==> config.mk <==
export PLATFORM = sky130hd
export DESIGN_NAME = automaton_table_reachability_core
export DESIGN_NICKNAME = d
export VERILOG_FILES = /design/src/atr_pkg.sv /design/src/atr_table.sv /design/src/atr_seq.sv /design/src/automaton_table_reachability_core.sv
export SDC_FILE = /design/constraint.sdc
export NUM_CORES = 2
export LEC_CHECK = 0
export BUFFER_PORTS_ARGS = -buffer_cell sky130_fd_sc_hd__buf_2
export CORE_MARGIN = 1.5
export CORE_UTILIZATION = 25
export CTS_CLUSTER_DIAMETER = 120
export CTS_CLUSTER_SIZE = 10
export DETAILED_ROUTE_END_ITERATION = 8
export SYNTH_ARGS = -nofsm -noshare
export SYNTH_HDL_FRONTEND = slang
export SYNTH_SLANG_ARGS = --single-unit
==> constraint.sdc <==
create_clock -name clk -period 8.1 [get_ports clk]
set_clock_uncertainty 0.15 [all_clocks]
set_input_delay 0.81 -clock clk [delete_from_list [all_inputs] [get_ports clk]]
set_output_delay 0.81 -clock clk [all_outputs]
set_load 0.05 [all_outputs]
==> src/atr_pkg.sv <==
// Shared types and constants for the automaton table reachability core.
`timescale 1ns / 1ps

package atr_pkg;

  localparam int DEF_MAX_STATES  = 16;
  localparam int DEF_MAX_LETTERS = 4;

  // Register reset values and port widths
  localparam logic [4:0] STATES_RESET  = 5'd16;
  localparam logic [2:0] LETTERS_RESET = 3'd4;
  localparam int CFG_DATA_W = 5;

  // Register indexes
  localparam logic CFG_STATES  = 1'b0;
  localparam logic CFG_LETTERS = 1'b1;

  typedef enum logic [2:0] {
    CMD_ADD     = 3'd0,
    CMD_REMOVE  = 3'd1,
    CMD_INITIAL = 3'd2,
    CMD_FINAL   = 3'd3,
    CMD_QUERY   = 3'd4
  } opcode_t;

  // One command word, unpacked
  typedef struct packed {
    logic [3:0] to_state;
    logic [1:0] letter;
    logic [3:0] from_state;
    opcode_t    cmd;
  } cmd_t;

  // One result word, bit 0 = is_complete
  typedef struct packed {
    logic out_of_range;
    logic language_nonempty;
    logic is_complete;
  } res_t;

endpackage

==> src/atr_table.sv <==
// Transition row store: one row of target bits per (state, letter), registered read.
`timescale 1ns / 1ps

module atr_table
  import atr_pkg::*;
#(
  parameter int MAX_STATES  = DEF_MAX_STATES,
  parameter int MAX_LETTERS = DEF_MAX_LETTERS,
  localparam int ROWS = MAX_STATES * MAX_LETTERS,
  localparam int AW   = (ROWS > 1) ? $clog2(ROWS) : 1
) (
  input  logic                  clk,
  input  logic                  rst,
  input  logic [AW-1:0]         rd_addr,
  output logic [MAX_STATES-1:0] rd_data,
  input  logic                  wr_en,
  input  logic [AW-1:0]         wr_addr,
  input  logic [MAX_STATES-1:0] wr_data
);

  logic [MAX_STATES-1:0] mem [ROWS];
  logic [ROWS-1:0]       row_valid;
  logic [MAX_STATES-1:0] rd_q;
  logic                  rd_valid_q;

  always_ff @(posedge clk) begin
    if (wr_en) begin
      mem[wr_addr] <= wr_data;
    end
    rd_q <= mem[rd_addr];
  end

  // rows never written read as empty
  always_ff @(posedge clk) begin
    if (rst) begin
      row_valid  <= '0;
      rd_valid_q <= 1'b0;
    end else begin
      if (wr_en) begin
        row_valid[wr_addr] <= 1'b1;
      end
      rd_valid_q <= row_valid[rd_addr];
    end
  end

  assign rd_data = rd_valid_q ? rd_q : '0;

endmodule

==> src/atr_seq.sv <==
// Command sequencer: table read-modify-write and the row sweep for queries.
`timescale 1ns / 1ps

module atr_seq
  import atr_pkg::*;
#(
  parameter int MAX_STATES  = DEF_MAX_STATES,
  parameter int MAX_LETTERS = DEF_MAX_LETTERS,
  localparam int ROWS = MAX_STATES * MAX_LETTERS,
  localparam int AW   = (ROWS > 1) ? $clog2(ROWS) : 1,
  localparam int SW   = $clog2(MAX_STATES),
  localparam int LW   = (MAX_LETTERS > 1) ? $clog2(MAX_LETTERS) : 1,
  localparam int CW   = $clog2(MAX_STATES + 1),
  localparam int LCW  = $clog2(MAX_LETTERS + 1)
) (
  input  logic                  clk,
  input  logic                  rst,
  input  logic [CW-1:0]         ns,
  input  logic [LCW-1:0]        nl,
  input  logic [MAX_STATES-1:0] smask,
  input  logic                  in_valid,
  output logic                  in_ready,
  input  cmd_t                  cmd,
  input  logic                  res_ready,
  output logic                  done,
  output res_t                  res,
  output logic [AW-1:0]         rd_addr,
  input  logic [MAX_STATES-1:0] rd_data,
  output logic                  wr_en,
  output logic [AW-1:0]         wr_addr,
  output logic [MAX_STATES-1:0] wr_data
);

  typedef enum logic [4:0] {
    S_IDLE  = 5'b00001,
    S_WAIT  = 5'b00010,
    S_RMW   = 5'b00100,
    S_SWEEP = 5'b01000,
    S_DONE  = 5'b10000
  } state_t;

  state_t                state;
  cmd_t                  cmd_q;
  logic [AW-1:0]         rmw_addr;
  logic [AW-1:0]         cmd_addr;
  logic                  tr_oor;
  logic                  mk_oor;
  logic [MAX_STATES-1:0] initial_marks;
  logic [MAX_STATES-1:0] final_marks;
  logic [MAX_STATES-1:0] reached;
  logic [MAX_STATES-1:0] row;
  logic [MAX_STATES-1:0] to_bit;
  logic [SW-1:0]         s_cnt;
  logic [SW-1:0]         s_q;
  logic [LW-1:0]         l_cnt;
  logic [AW-1:0]         base;
  logic                  issue_done;
  logic                  dv;
  logic                  first;
  logic                  changed;
  logic                  complete;
  logic                  last_issue;
  logic                  last_letter;
  logic [SW-1:0]         from_s;

  assign from_s   = SW'(cmd.from_state);
  assign mk_oor   = 32'(cmd.from_state) >= 32'(ns);
  assign tr_oor   = mk_oor || (32'(cmd.letter) >= 32'(nl)) || (32'(cmd.to_state) >= 32'(ns));
  assign cmd_addr = AW'(AW'(from_s) * AW'(MAX_LETTERS)) + AW'(cmd.letter);

  assign last_letter = (LCW'(l_cnt) == nl - LCW'(1));
  assign last_issue  = last_letter && (CW'(s_cnt) == ns - CW'(1));
  assign row         = rd_data & smask;
  assign to_bit      = {{(MAX_STATES-1){1'b0}}, 1'b1} << cmd_q.to_state;

  assign in_ready = (state == S_IDLE);
  assign done     = (state == S_DONE);
  // the row being modified stays addressed until it is written back
  assign rd_addr  = (state == S_IDLE)  ? cmd_addr :
                    (state == S_SWEEP) ? base + AW'(l_cnt) : rmw_addr;
  assign wr_en    = (state == S_RMW);
  assign wr_addr  = rmw_addr;
  assign wr_data  = (cmd_q.cmd == CMD_ADD) ? (rd_data | to_bit) : (rd_data & ~to_bit);

  always_ff @(posedge clk) begin
    if (rst) begin
      state         <= S_IDLE;
      initial_marks <= '0;
      final_marks   <= '0;
      dv            <= 1'b0;
      issue_done    <= 1'b0;
    end else begin
      unique case (state)
        S_IDLE: begin
          if (in_valid) begin
            cmd_q    <= cmd;
            rmw_addr <= cmd_addr;
            unique case (cmd.cmd)
              CMD_ADD, CMD_REMOVE: begin
                if (tr_oor) begin
                  res   <= '{out_of_range: 1'b1, default: 1'b0};
                  state <= S_DONE;
                end else begin
                  res   <= '0;
                  state <= S_WAIT;
                end
              end
              CMD_INITIAL, CMD_FINAL: begin
                res <= '{out_of_range: mk_oor, default: 1'b0};
                if (mk_oor) begin
                  // refused, marks untouched
                end else if (cmd.cmd == CMD_INITIAL) begin
                  initial_marks[from_s] <= 1'b1;
                end else begin
                  final_marks[from_s] <= 1'b1;
                end
                state <= S_DONE;
              end
              CMD_QUERY: begin
                res        <= '0;
                reached    <= initial_marks & smask;
                complete   <= 1'b1;
                first      <= 1'b1;
                changed    <= 1'b0;
                s_cnt      <= '0;
                l_cnt      <= '0;
                base       <= '0;
                issue_done <= 1'b0;
                dv         <= 1'b0;
                state      <= S_SWEEP;
              end
              default: begin
                res   <= '0;
                state <= S_DONE;
              end
            endcase
          end
        end
        S_WAIT: state <= S_RMW;
        S_RMW:  state <= S_DONE;
        S_SWEEP: begin
          // issue side
          if (!issue_done) begin
            if (last_issue) begin
              issue_done <= 1'b1;
            end else if (last_letter) begin
              l_cnt <= '0;
              s_cnt <= s_cnt + SW'(1);
              base  <= base + AW'(MAX_LETTERS);
            end else begin
              l_cnt <= l_cnt + LW'(1);
            end
          end
          dv  <= !issue_done;
          s_q <= s_cnt;
          // row returned from the store
          if (dv) begin
            if (reached[s_q]) begin
              reached <= reached | row;
              if ((row & ~reached) != '0) begin
                changed <= 1'b1;
              end
            end
            if (first && row == '0) begin
              complete <= 1'b0;
            end
          end
          // end of a round, pipe drained
          if (issue_done && !dv) begin
            if (changed) begin
              changed    <= 1'b0;
              first      <= 1'b0;
              s_cnt      <= '0;
              l_cnt      <= '0;
              base       <= '0;
              issue_done <= 1'b0;
            end else begin
              res   <= '{out_of_range:      1'b0,
                         language_nonempty: (reached & final_marks & smask) != '0,
                         is_complete:       complete};
              state <= S_DONE;
            end
          end
        end
        S_DONE: begin
          if (res_ready) begin
            state <= S_IDLE;
          end
        end
        default: state <= S_IDLE;
      endcase
    end
  end

  a_write_only_in_rmw: assert property (@(posedge clk) disable iff (rst)
    wr_en |-> state == S_RMW)
    else $error("table written outside read-modify-write");

  a_oor_clean: assert property (@(posedge clk) disable iff (rst)
    done && res.out_of_range |-> !res.is_complete && !res.language_nonempty)
    else $error("out-of-range result carries query flags");

  a_reached_grows: assert property (@(posedge clk) disable iff (rst)
    state == S_SWEEP && $past(state) == S_SWEEP |-> (reached & $past(reached)) == $past(reached))
    else $error("reached set lost a state during sweep");

  a_accept_leaves_idle: assert property (@(posedge clk) disable iff (rst)
    in_valid && in_ready |=> state != S_IDLE)
    else $error("accepted word did not start a command");

endmodule

==> src/automaton_table_reachability_core.sv <==
// Top level: stream ports, count registers and output stage of the reachability core.
`timescale 1ns / 1ps

// Keeps a finite automaton as a bit table (one row of target states per state and
// letter) plus initial and final marks, all empty after reset. Each input word is a
// command: add or remove one transition, mark a state initial or final, or query.
// Every command yields exactly one output word. A query reports is_complete (every
// state in use has a target in use for every letter in use) and language_nonempty
// (a final state in use is reachable from an initial state in use). Write commands
// with an index not below the count in use are dropped and flag out_of_range.
// Flow: s_tready is high only while the sequencer is idle. It drops after a mark, an
// unknown code or a refused write; a transition write drops it for the row read,
// the modify and the write back. A query sweeps the rows in use through the single
// registered read port of the table, one row per cycle, lets the read pipe drain at
// the end of each round, and repeats the round until the reached set stops growing;
// s_tready stays low for the whole query. s_tready also stays low while a finished
// word waits for the output register. The next command is taken while a finished
// word still waits on the master side.
// Count registers are taken as 0 -> 1 and above the maximum -> the maximum.

module automaton_table_reachability_core
  import atr_pkg::*;
#(
  parameter int MAX_STATES  = DEF_MAX_STATES,
  parameter int MAX_LETTERS = DEF_MAX_LETTERS
) (
  input  logic                  clk,
  input  logic                  rst,
  input  logic                  cfg_we,
  input  logic                  cfg_index,
  input  logic [CFG_DATA_W-1:0] cfg_data,
  input  logic                  s_tvalid,
  output logic                  s_tready,
  input  logic [15:0]           s_tdata,   // cmd[2:0], from_state[6:3], letter[8:7], to_state[12:9]
  output logic                  m_tvalid,
  input  logic                  m_tready,
  output logic [7:0]            m_tdata    // is_complete[0], language_nonempty[1], out_of_range[2]
);

  localparam int ROWS = MAX_STATES * MAX_LETTERS;
  localparam int AW   = (ROWS > 1) ? $clog2(ROWS) : 1;
  localparam int CW   = $clog2(MAX_STATES + 1);
  localparam int LCW  = $clog2(MAX_LETTERS + 1);

  logic [4:0]            states_in_use;
  logic [2:0]            letters_in_use;
  logic [CW-1:0]         ns;
  logic [LCW-1:0]        nl;
  logic [MAX_STATES-1:0] smask;
  cmd_t                  cmd;
  res_t                  res;
  res_t                  m_res;
  logic                  done;
  logic                  res_ready;
  logic [AW-1:0]         rd_addr;
  logic [MAX_STATES-1:0] rd_data;
  logic                  wr_en;
  logic [AW-1:0]         wr_addr;
  logic [MAX_STATES-1:0] wr_data;

  // count registers
  always_ff @(posedge clk) begin
    if (rst) begin
      states_in_use  <= STATES_RESET;
      letters_in_use <= LETTERS_RESET;
    end else if (cfg_we) begin
      unique case (cfg_index)
        CFG_STATES:  states_in_use  <= cfg_data;
        CFG_LETTERS: letters_in_use <= cfg_data[2:0];
        default: ;
      endcase
    end
  end

  // effective counts, clamped to 1..max
  always_comb begin
    if (states_in_use == '0) begin
      ns = CW'(1);
    end else if (32'(states_in_use) > MAX_STATES) begin
      ns = CW'(MAX_STATES);
    end else begin
      ns = CW'(states_in_use);
    end
    if (letters_in_use == '0) begin
      nl = LCW'(1);
    end else if (32'(letters_in_use) > MAX_LETTERS) begin
      nl = LCW'(MAX_LETTERS);
    end else begin
      nl = LCW'(letters_in_use);
    end
  end

  // states in use
  always_comb begin
    for (int i = 0; i < MAX_STATES; i++) begin
      smask[i] = (32'(i) < 32'(ns));
    end
  end

  assign cmd = cmd_t'(s_tdata[12:0]);

  // output register: free when empty or being drained this cycle
  assign res_ready = !m_tvalid || m_tready;

  always_ff @(posedge clk) begin
    if (rst) begin
      m_tvalid <= 1'b0;
    end else if (done && res_ready) begin
      m_tvalid <= 1'b1;
    end else if (m_tready) begin
      m_tvalid <= 1'b0;
    end
  end

  always_ff @(posedge clk) begin
    if (done && res_ready) begin
      m_res <= res;
    end
  end

  assign m_tdata = {5'b0, m_res};

  atr_seq #(
    .MAX_STATES  (MAX_STATES),
    .MAX_LETTERS (MAX_LETTERS)
  ) u_seq (
    .clk       (clk),
    .rst       (rst),
    .ns        (ns),
    .nl        (nl),
    .smask     (smask),
    .in_valid  (s_tvalid),
    .in_ready  (s_tready),
    .cmd       (cmd),
    .res_ready (res_ready),
    .done      (done),
    .res       (res),
    .rd_addr   (rd_addr),
    .rd_data   (rd_data),
    .wr_en     (wr_en),
    .wr_addr   (wr_addr),
    .wr_data   (wr_data)
  );

  atr_table #(
    .MAX_STATES  (MAX_STATES),
    .MAX_LETTERS (MAX_LETTERS)
  ) u_table (
    .clk     (clk),
    .rst     (rst),
    .rd_addr (rd_addr),
    .rd_data (rd_data),
    .wr_en   (wr_en),
    .wr_addr (wr_addr),
    .wr_data (wr_data)
  );

endmodule

After elaboration in Yosys (flattened, before gate mapping)
Memory sizes are Yosys's and may differ from the RTL's. A register that Yosys moved wholly into a read port is not among the register bits.
Cells that the tools add are included.

word-level totals
  memory bits (writable) = 1,024
  memories = 1
  register bits after elaboration = 167

memories
  name         depth  width  read ports  clocked after Yosys merged registers in  wr ports  line             RTL
  u_table.mem  64     16     1           1                                        1         atr_table.sv:21  logic [MAX_STATES-1:0] mem [ROWS];

operators by class
  magnitude comparators = 27
  bitwise gates (word level) = 17
  add/subtract/negate cells = 7
  shifts and indexed selects = 1
  reduce and logical (&&, ||, !) cells = 36
  mux-type cells = 84
  equal/unequal tests = 20

operators with widths
  cell                    number
  $and A16 B16 Y16        6
  $mux W16                6
  $or A16 B16 Y16         4
  $or A64 B64 Y64         1
  $mux W6                 9
  $lt A4 B5 Y1 const A    8
  $mux W5                 7
  $not A16 Y16            2
  $pmux W16 S2            1
  $reduce_bool A16 Y1     2
  $mux W4                 7
  $mux W1                 25
  $pmux W5 S5             1
  $lt A3 B5 Y1 const A    4
  $mux W3                 6
  $reduce_and A6 Y1       3
  $logic_not A16 Y1       1
  $shl A1 B4 Y16 const A  1
  $reduce_and A5 Y1       3
  $lt A6 B7 Y1 const B    2
  $mux W2                 7
  $add A6 B2 Y6           2
  $pmux W3 S2             2
  $pmux W6 S2             1
  other kinds (45)        81

Logic depth before layout (Yosys ltp)
  depth in word-level cells = 13
  mapped depth = 14
  mapped depth without buffers = 13

By module
Synthesis repeated with hierarchy kept, for this count alone.

second synthesis, totals
  cell total of the unflattened synthesis = 2,621
  area total of the unflattened synthesis = 47,983.5 µm²

by module, submodules not included
  module                             seq. area each (µm²)  times used  cells an instance  area an instance (µm²)
  atr_table                          32,371.0              1           2,007              42,159.2
  atr_seq                            2,312.2               1           530                5,109.9
  automaton_table_reachability_core  270.3                 1           84                 714.4

Least setup slack after synthesis
OpenSTA, ideal clock, no wires.

  path kind = flip-flop to flip-flop
  start point = register u_seq.cmd_q[1] in the netlist's numbering
  end point = memory u_table.mem[0][2] in the netlist's numbering (data pin)
  stages on the path, launching flop included = 4
  period minus slack after synthesis = 5.628 ns
  arrival time = 4.573 ns
  buffers on the path = 1
  setup slack = 2.472 ns
  path through = edfxtp_1 > or3_1 > clkbuf_1 > o41ai_1

on the way
  word-level cells in the longest chain between the ends = 2

RTL lines
  item                    line             RTL
  start, declared         atr_seq.sv:43    cmd_t cmd_q;
  start signal, assigned  atr_seq.sv:96    cmd_q <= cmd;
  $logic_not A3 Y1        atr_seq.sv:83    assign wr_data = (cmd_q.cmd == CMD_ADD) ? (rd_data | to_bit) : (rd_data & ~to_bit);
  $mux W16                atr_seq.sv:83
  via u_seq.wr_data[2]    atr_seq.sv:31    output logic [MAX_STATES-1:0] wr_data
  end, declared           atr_table.sv:21

The timed path passes the listed nets, and every way through them passes these cells.

Worst setup path in the final report
  start point = register u_seq.state[0]
  end point = register u_table.rd_q[6] (read register of u_table.mem)

on the way
  word-level cells in the longest chain between the ends = 3

RTL lines
  item                    line             RTL
  start, declared         atr_seq.sv:42    state_t state;
  start signal, assigned  atr_seq.sv:87    state <= S_IDLE;
  start signal, assigned  atr_seq.sv:102   state <= S_DONE;
  start signal, assigned  atr_seq.sv:105   state <= S_WAIT;
  $eq A5 B4 Y1            atr_seq.sv:80    (state == S_SWEEP) ? base + AW'(l_cnt) : rmw_addr;
  $mux W6                 atr_seq.sv:80
  $mux W6 *               atr_seq.sv:79    assign rd_addr = (state == S_IDLE) ? cmd_addr :
  end, declared           atr_table.sv:23  logic [MAX_STATES-1:0] rd_q;

Every way passes the cells marked *; elsewhere a longest branch is shown, timed or not.
A chain may end at the register's enable or synchronous reset.

==> impl_metrics.csv <==
group,metric,value,unit
timing,finalSetupViolations,0,
place,hpwl,73.6,mm
setup_path,cp_cell_sequence,"nand2b_1 > o31a_1 > buf_4 > nand2_4 > buf_12 > a211oi_1 > a2111oi_0 > a211o_1 > o32ai_1 > a211oi_1",
die,core_area,193000,sq um
die,ioPinCount,37,
setup_path,crit_fanout,116,
synthesis,ys_async_sr_fraction,0,
synthesis,yosys_warnings,0,
place,dp_cells,5849,
global_route,grt_overflow,0,
cells_and_area,final_util,0.291,
die,fp.dieW,445,um
clock_tree,clk_latency,0.76,ns
global_route,grt_use_met2,0.204,
clock_tree,cts_sinks,1207,
route,vias,29600,
route,drc,0,
setup_path,crit_type,"register to register",
global_route,grt_pass1_vias,28900,
run_status,status,"finished, violations left",
cells_and_area,area_delta_synth_final,15.3,%
die,die_y,445,um
route,routedWlPerCell,21.6,um
synthesis,synth-edff-count,1078,
timing,post-route-period-util,0.645,
timing,finalHoldViolations,0,
setup_path,max_stage_delay,1.22,ns
timing,slew-limit-headroom,0.0227,
cells_and_area,fin_area,56300,sq um
clock_tree,cts_setup_buffers,0,
hold_path,min_to,"u_seq.cmd_q[11]",
pwr,powerDensity,295,nW/um^2
clock_tree,cts_buffers,138,
synthesis,ys_ff_latch,1207,
timing,max_freq,192,MHz
hold_path,hold_start,"s_tdata[11]",
setup_path,required,8.60,ns
place,port_buffers,28,
synthesis,synthCells,3395,
cells_and_area,final_cells,6064,
pwr,cellLeakagePower,19.1,nW
synthesis,yosysSeqAreaShare,0.716,
global_route,met1_usage,0.177,
global_route,grt_max_degree,141,
route,via_per_inst,4.88,
setup_path,ff2ff_path_depth,10,
timing,timing.final.max_slew_violations,0,
timing,tightest_slew,1.43,ns
timing,finalCriticalPeriod,5.22,ns
clock_tree,clock_path_buffers,3,
die,die-area,198000,sq um
setup_path,cp_common_cell,"a211oi_1",
hold_path,hold_depth,1,
place,gp_congestion,0.879,
route,drt_pass1_iterations,5,
setup_path,r2r_slack,2.88,ns
clock_tree,ctsHoldBuffers,0,
clock_tree,cts_tree,"done",
pwr,vdd_drop_max,0.204,mV
place,place_area,52300,sq um
die,rows,161,
cells_and_area,finish.net_count,3508,
place,post-place-ws,3.12,ns
global_route,grt_busiest_layer,"met2",
setup_path,cp-start-kind,"register",
timing,setup_tns,0,ns
cells_and_area,multi_input_area,13000,sq um
clock_tree,clk_transition_reported_paths,0.06,ns
job,cap_violations,1,
cells_and_area,seq_area,35000,sq um
setup_path,regToRegEndpoint,"u_table.rd_q[6]",
timing,holdWs,0.121,ns
clock_tree,cts.repair.resized,0,
timing,fin_ws,2.88,ns
pwr,p_total,16.6,mW
global_route,globalRouteMet3Util,0.0241,
synthesis,synth_top_area_cell,"edfxtp_1",
synthesis,synth.avg_cell_area,14.4,sq um
setup_path,worst_ep_arrival_time,5.72,ns
synthesis,ys_top_cells_by_area,"edfxtp_1 (66%), mux2i_1 (6.1%), dfxtp_1 (5.3%)",
route,ant_nets,0,
synthesis,syn_area,48800,sq um
setup_path,slowest_stage,"a2111oi_0",
run_status,violations,"capacitance limit",
clock_tree,htree_levels,4,
synthesis,yosysTopAreaCellShare,0.663,
setup_path,cp-end-kind,"register",
global_route,grt_pass1_wl,192,mm
synthesis,synth_ff_type,"edfxtp_1",
die,initial_utilization,0.253,
synthesis,yosysUniqueCellTypes,83,
global_route,track_usage,0.129,
route,drt_iter0_drc,3492,
cells_and_area,nFillCells,19100,
hold_path,min_path_type,"input port to register",
route,wirelength,131,mm
timing,rsz0062_at_grt,"false",
cells_and_area,drive_gt1_frac,0.104,
global_route,antenna_found_initial,0,
clock_tree,cts-root-buf,"clkbuf_16",
setup_path,r2r-start,"u_seq.state[0]",
cell usage in the layout (no fill, tap or decap), types with 9 or more instances in the layout:
cell type	Yosys	final
a31oi_1	31	31
o32ai_1	18	17
a2111oi_0	18	18
nand2_1	388	385
buf_4	20	119
mux2i_1	299	290
nor2b_1	11	11
ha_1	17	17
nand3_1	53	53
a21oi_1	88	88
clkbuf_16	0	141
edfxtp_1	1078	1078
a211oi_1	149	149
a222oi_1	15	15
nand4_1	12	12
mux2i_4	0	9
a22oi_1	17	17
buf_2	61	27
a32oi_1	99	99
dfxtp_1	129	129
nand2b_1	20	20
nor3_1	17	17
a32o_1	30	30
a211o_1	19	19
o21ai_0	25	22
inv_1	21	21
clkbuf_1	130	60
a221oi_1	38	38
xnor2_1	10	10
nor2_1	295	289
and3_1	137	137
area by class of cell:
cell class	instances	share of cell area
sequential	1207	0.621
multi-input combinational	1942	0.231
clock buffer	201	0.0667
tap	2526	0.0562
timing repair buffer	152	0.0204
clock inverter	13	0.00336
inverter	22	0.00147
antenna	1	0.0000445
state kept, by name (all words and copies together), names as in the netlist, 4 cells and up:
register / cells
states_in_use: 5
u_seq.base: 6
u_seq.s_cnt: 4
u_seq.wr_addr: 6
u_seq.final_marks: 16
u_seq.state: 5
u_table.rd_q: 16
u_table.row_valid: 64
u_seq.initial_marks: 16
u_seq.s_q: 4
u_table.mem: 1024
u_seq.reached: 16
u_seq.cmd_q: 7
synth_stat cells (18+ instances only):
cell type / count
a2111oi_0: 18
a211o_1: 19
a211oi_1: 149
a21oi_1: 88
a221oi_1: 38
a31oi_1: 31
a32o_1: 30
a32oi_1: 99
and3_1: 137
buf_2: 61
buf_4: 20
clkbuf_1: 130
dfxtp_1: 129
edfxtp_1: 1078
inv_1: 21
mux2i_1: 299
nand2_1: 388
nand2b_1: 20
nand3_1: 53
nor2_1: 295
o21ai_0: 25
o32ai_1: 18
how the worst max path moves through the flow:
stage	start	endpoint	slack [ns]
2_1_floorplan	u_seq.cmd_q[1]	u_table.mem[0][2]	2.47
3_3_place_gp	u_seq.l_cnt[0]	u_table.rd_q[0]	3.12
3_5_place_dp	u_seq.l_cnt[0]	u_table.rd_q[0]	3.12
4_1_cts	u_seq.l_cnt[0]	u_table.rd_q[0]	3.09
5_1_grt	u_seq.l_cnt[0]	u_table.rd_q[0]	2.76
6_report	u_seq.state[0]	u_table.rd_q[6]	2.88
report_power, final:
group / switching [mW] / internal, mW / total [mW]
Clock: 2.41 / 3.20 / 5.62
Combinational: 2.61 / 1.03 / 3.63
Sequential: 0.0832 / 7.26 / 7.34
Total: 5.10 / 11.5 / 16.6
per-layer routing:
layer  share of wire  wire (um)
met1            0.43      56000
met2            0.46      60800
met3           0.082      10700
met4           0.025       3270
met5               0          0
critical path, delay by kind of cell, from the launching register on:
kind | cells | cell delay (ns)
flip-flops | 1 | 0.72
AND/OR/NAND/NOR | 2 | 0.76
buffers and inverters | 2 | 0.75
AO/OA/AOI/OAI | 6 | 2.49
kinds of logic after synthesis:
group	after synthesis	share of synthesized area
compound gates	615	0.0966
xor+xnor	18	0.00338
fa+ha+maj	18	0.00477
buf+inv	250	0.0244
flops	1207	0.716
mux	308	0.0646
other cells	1	0.0000768
simple gates	978	0.0900
Power figures use the tool's default switching activity.
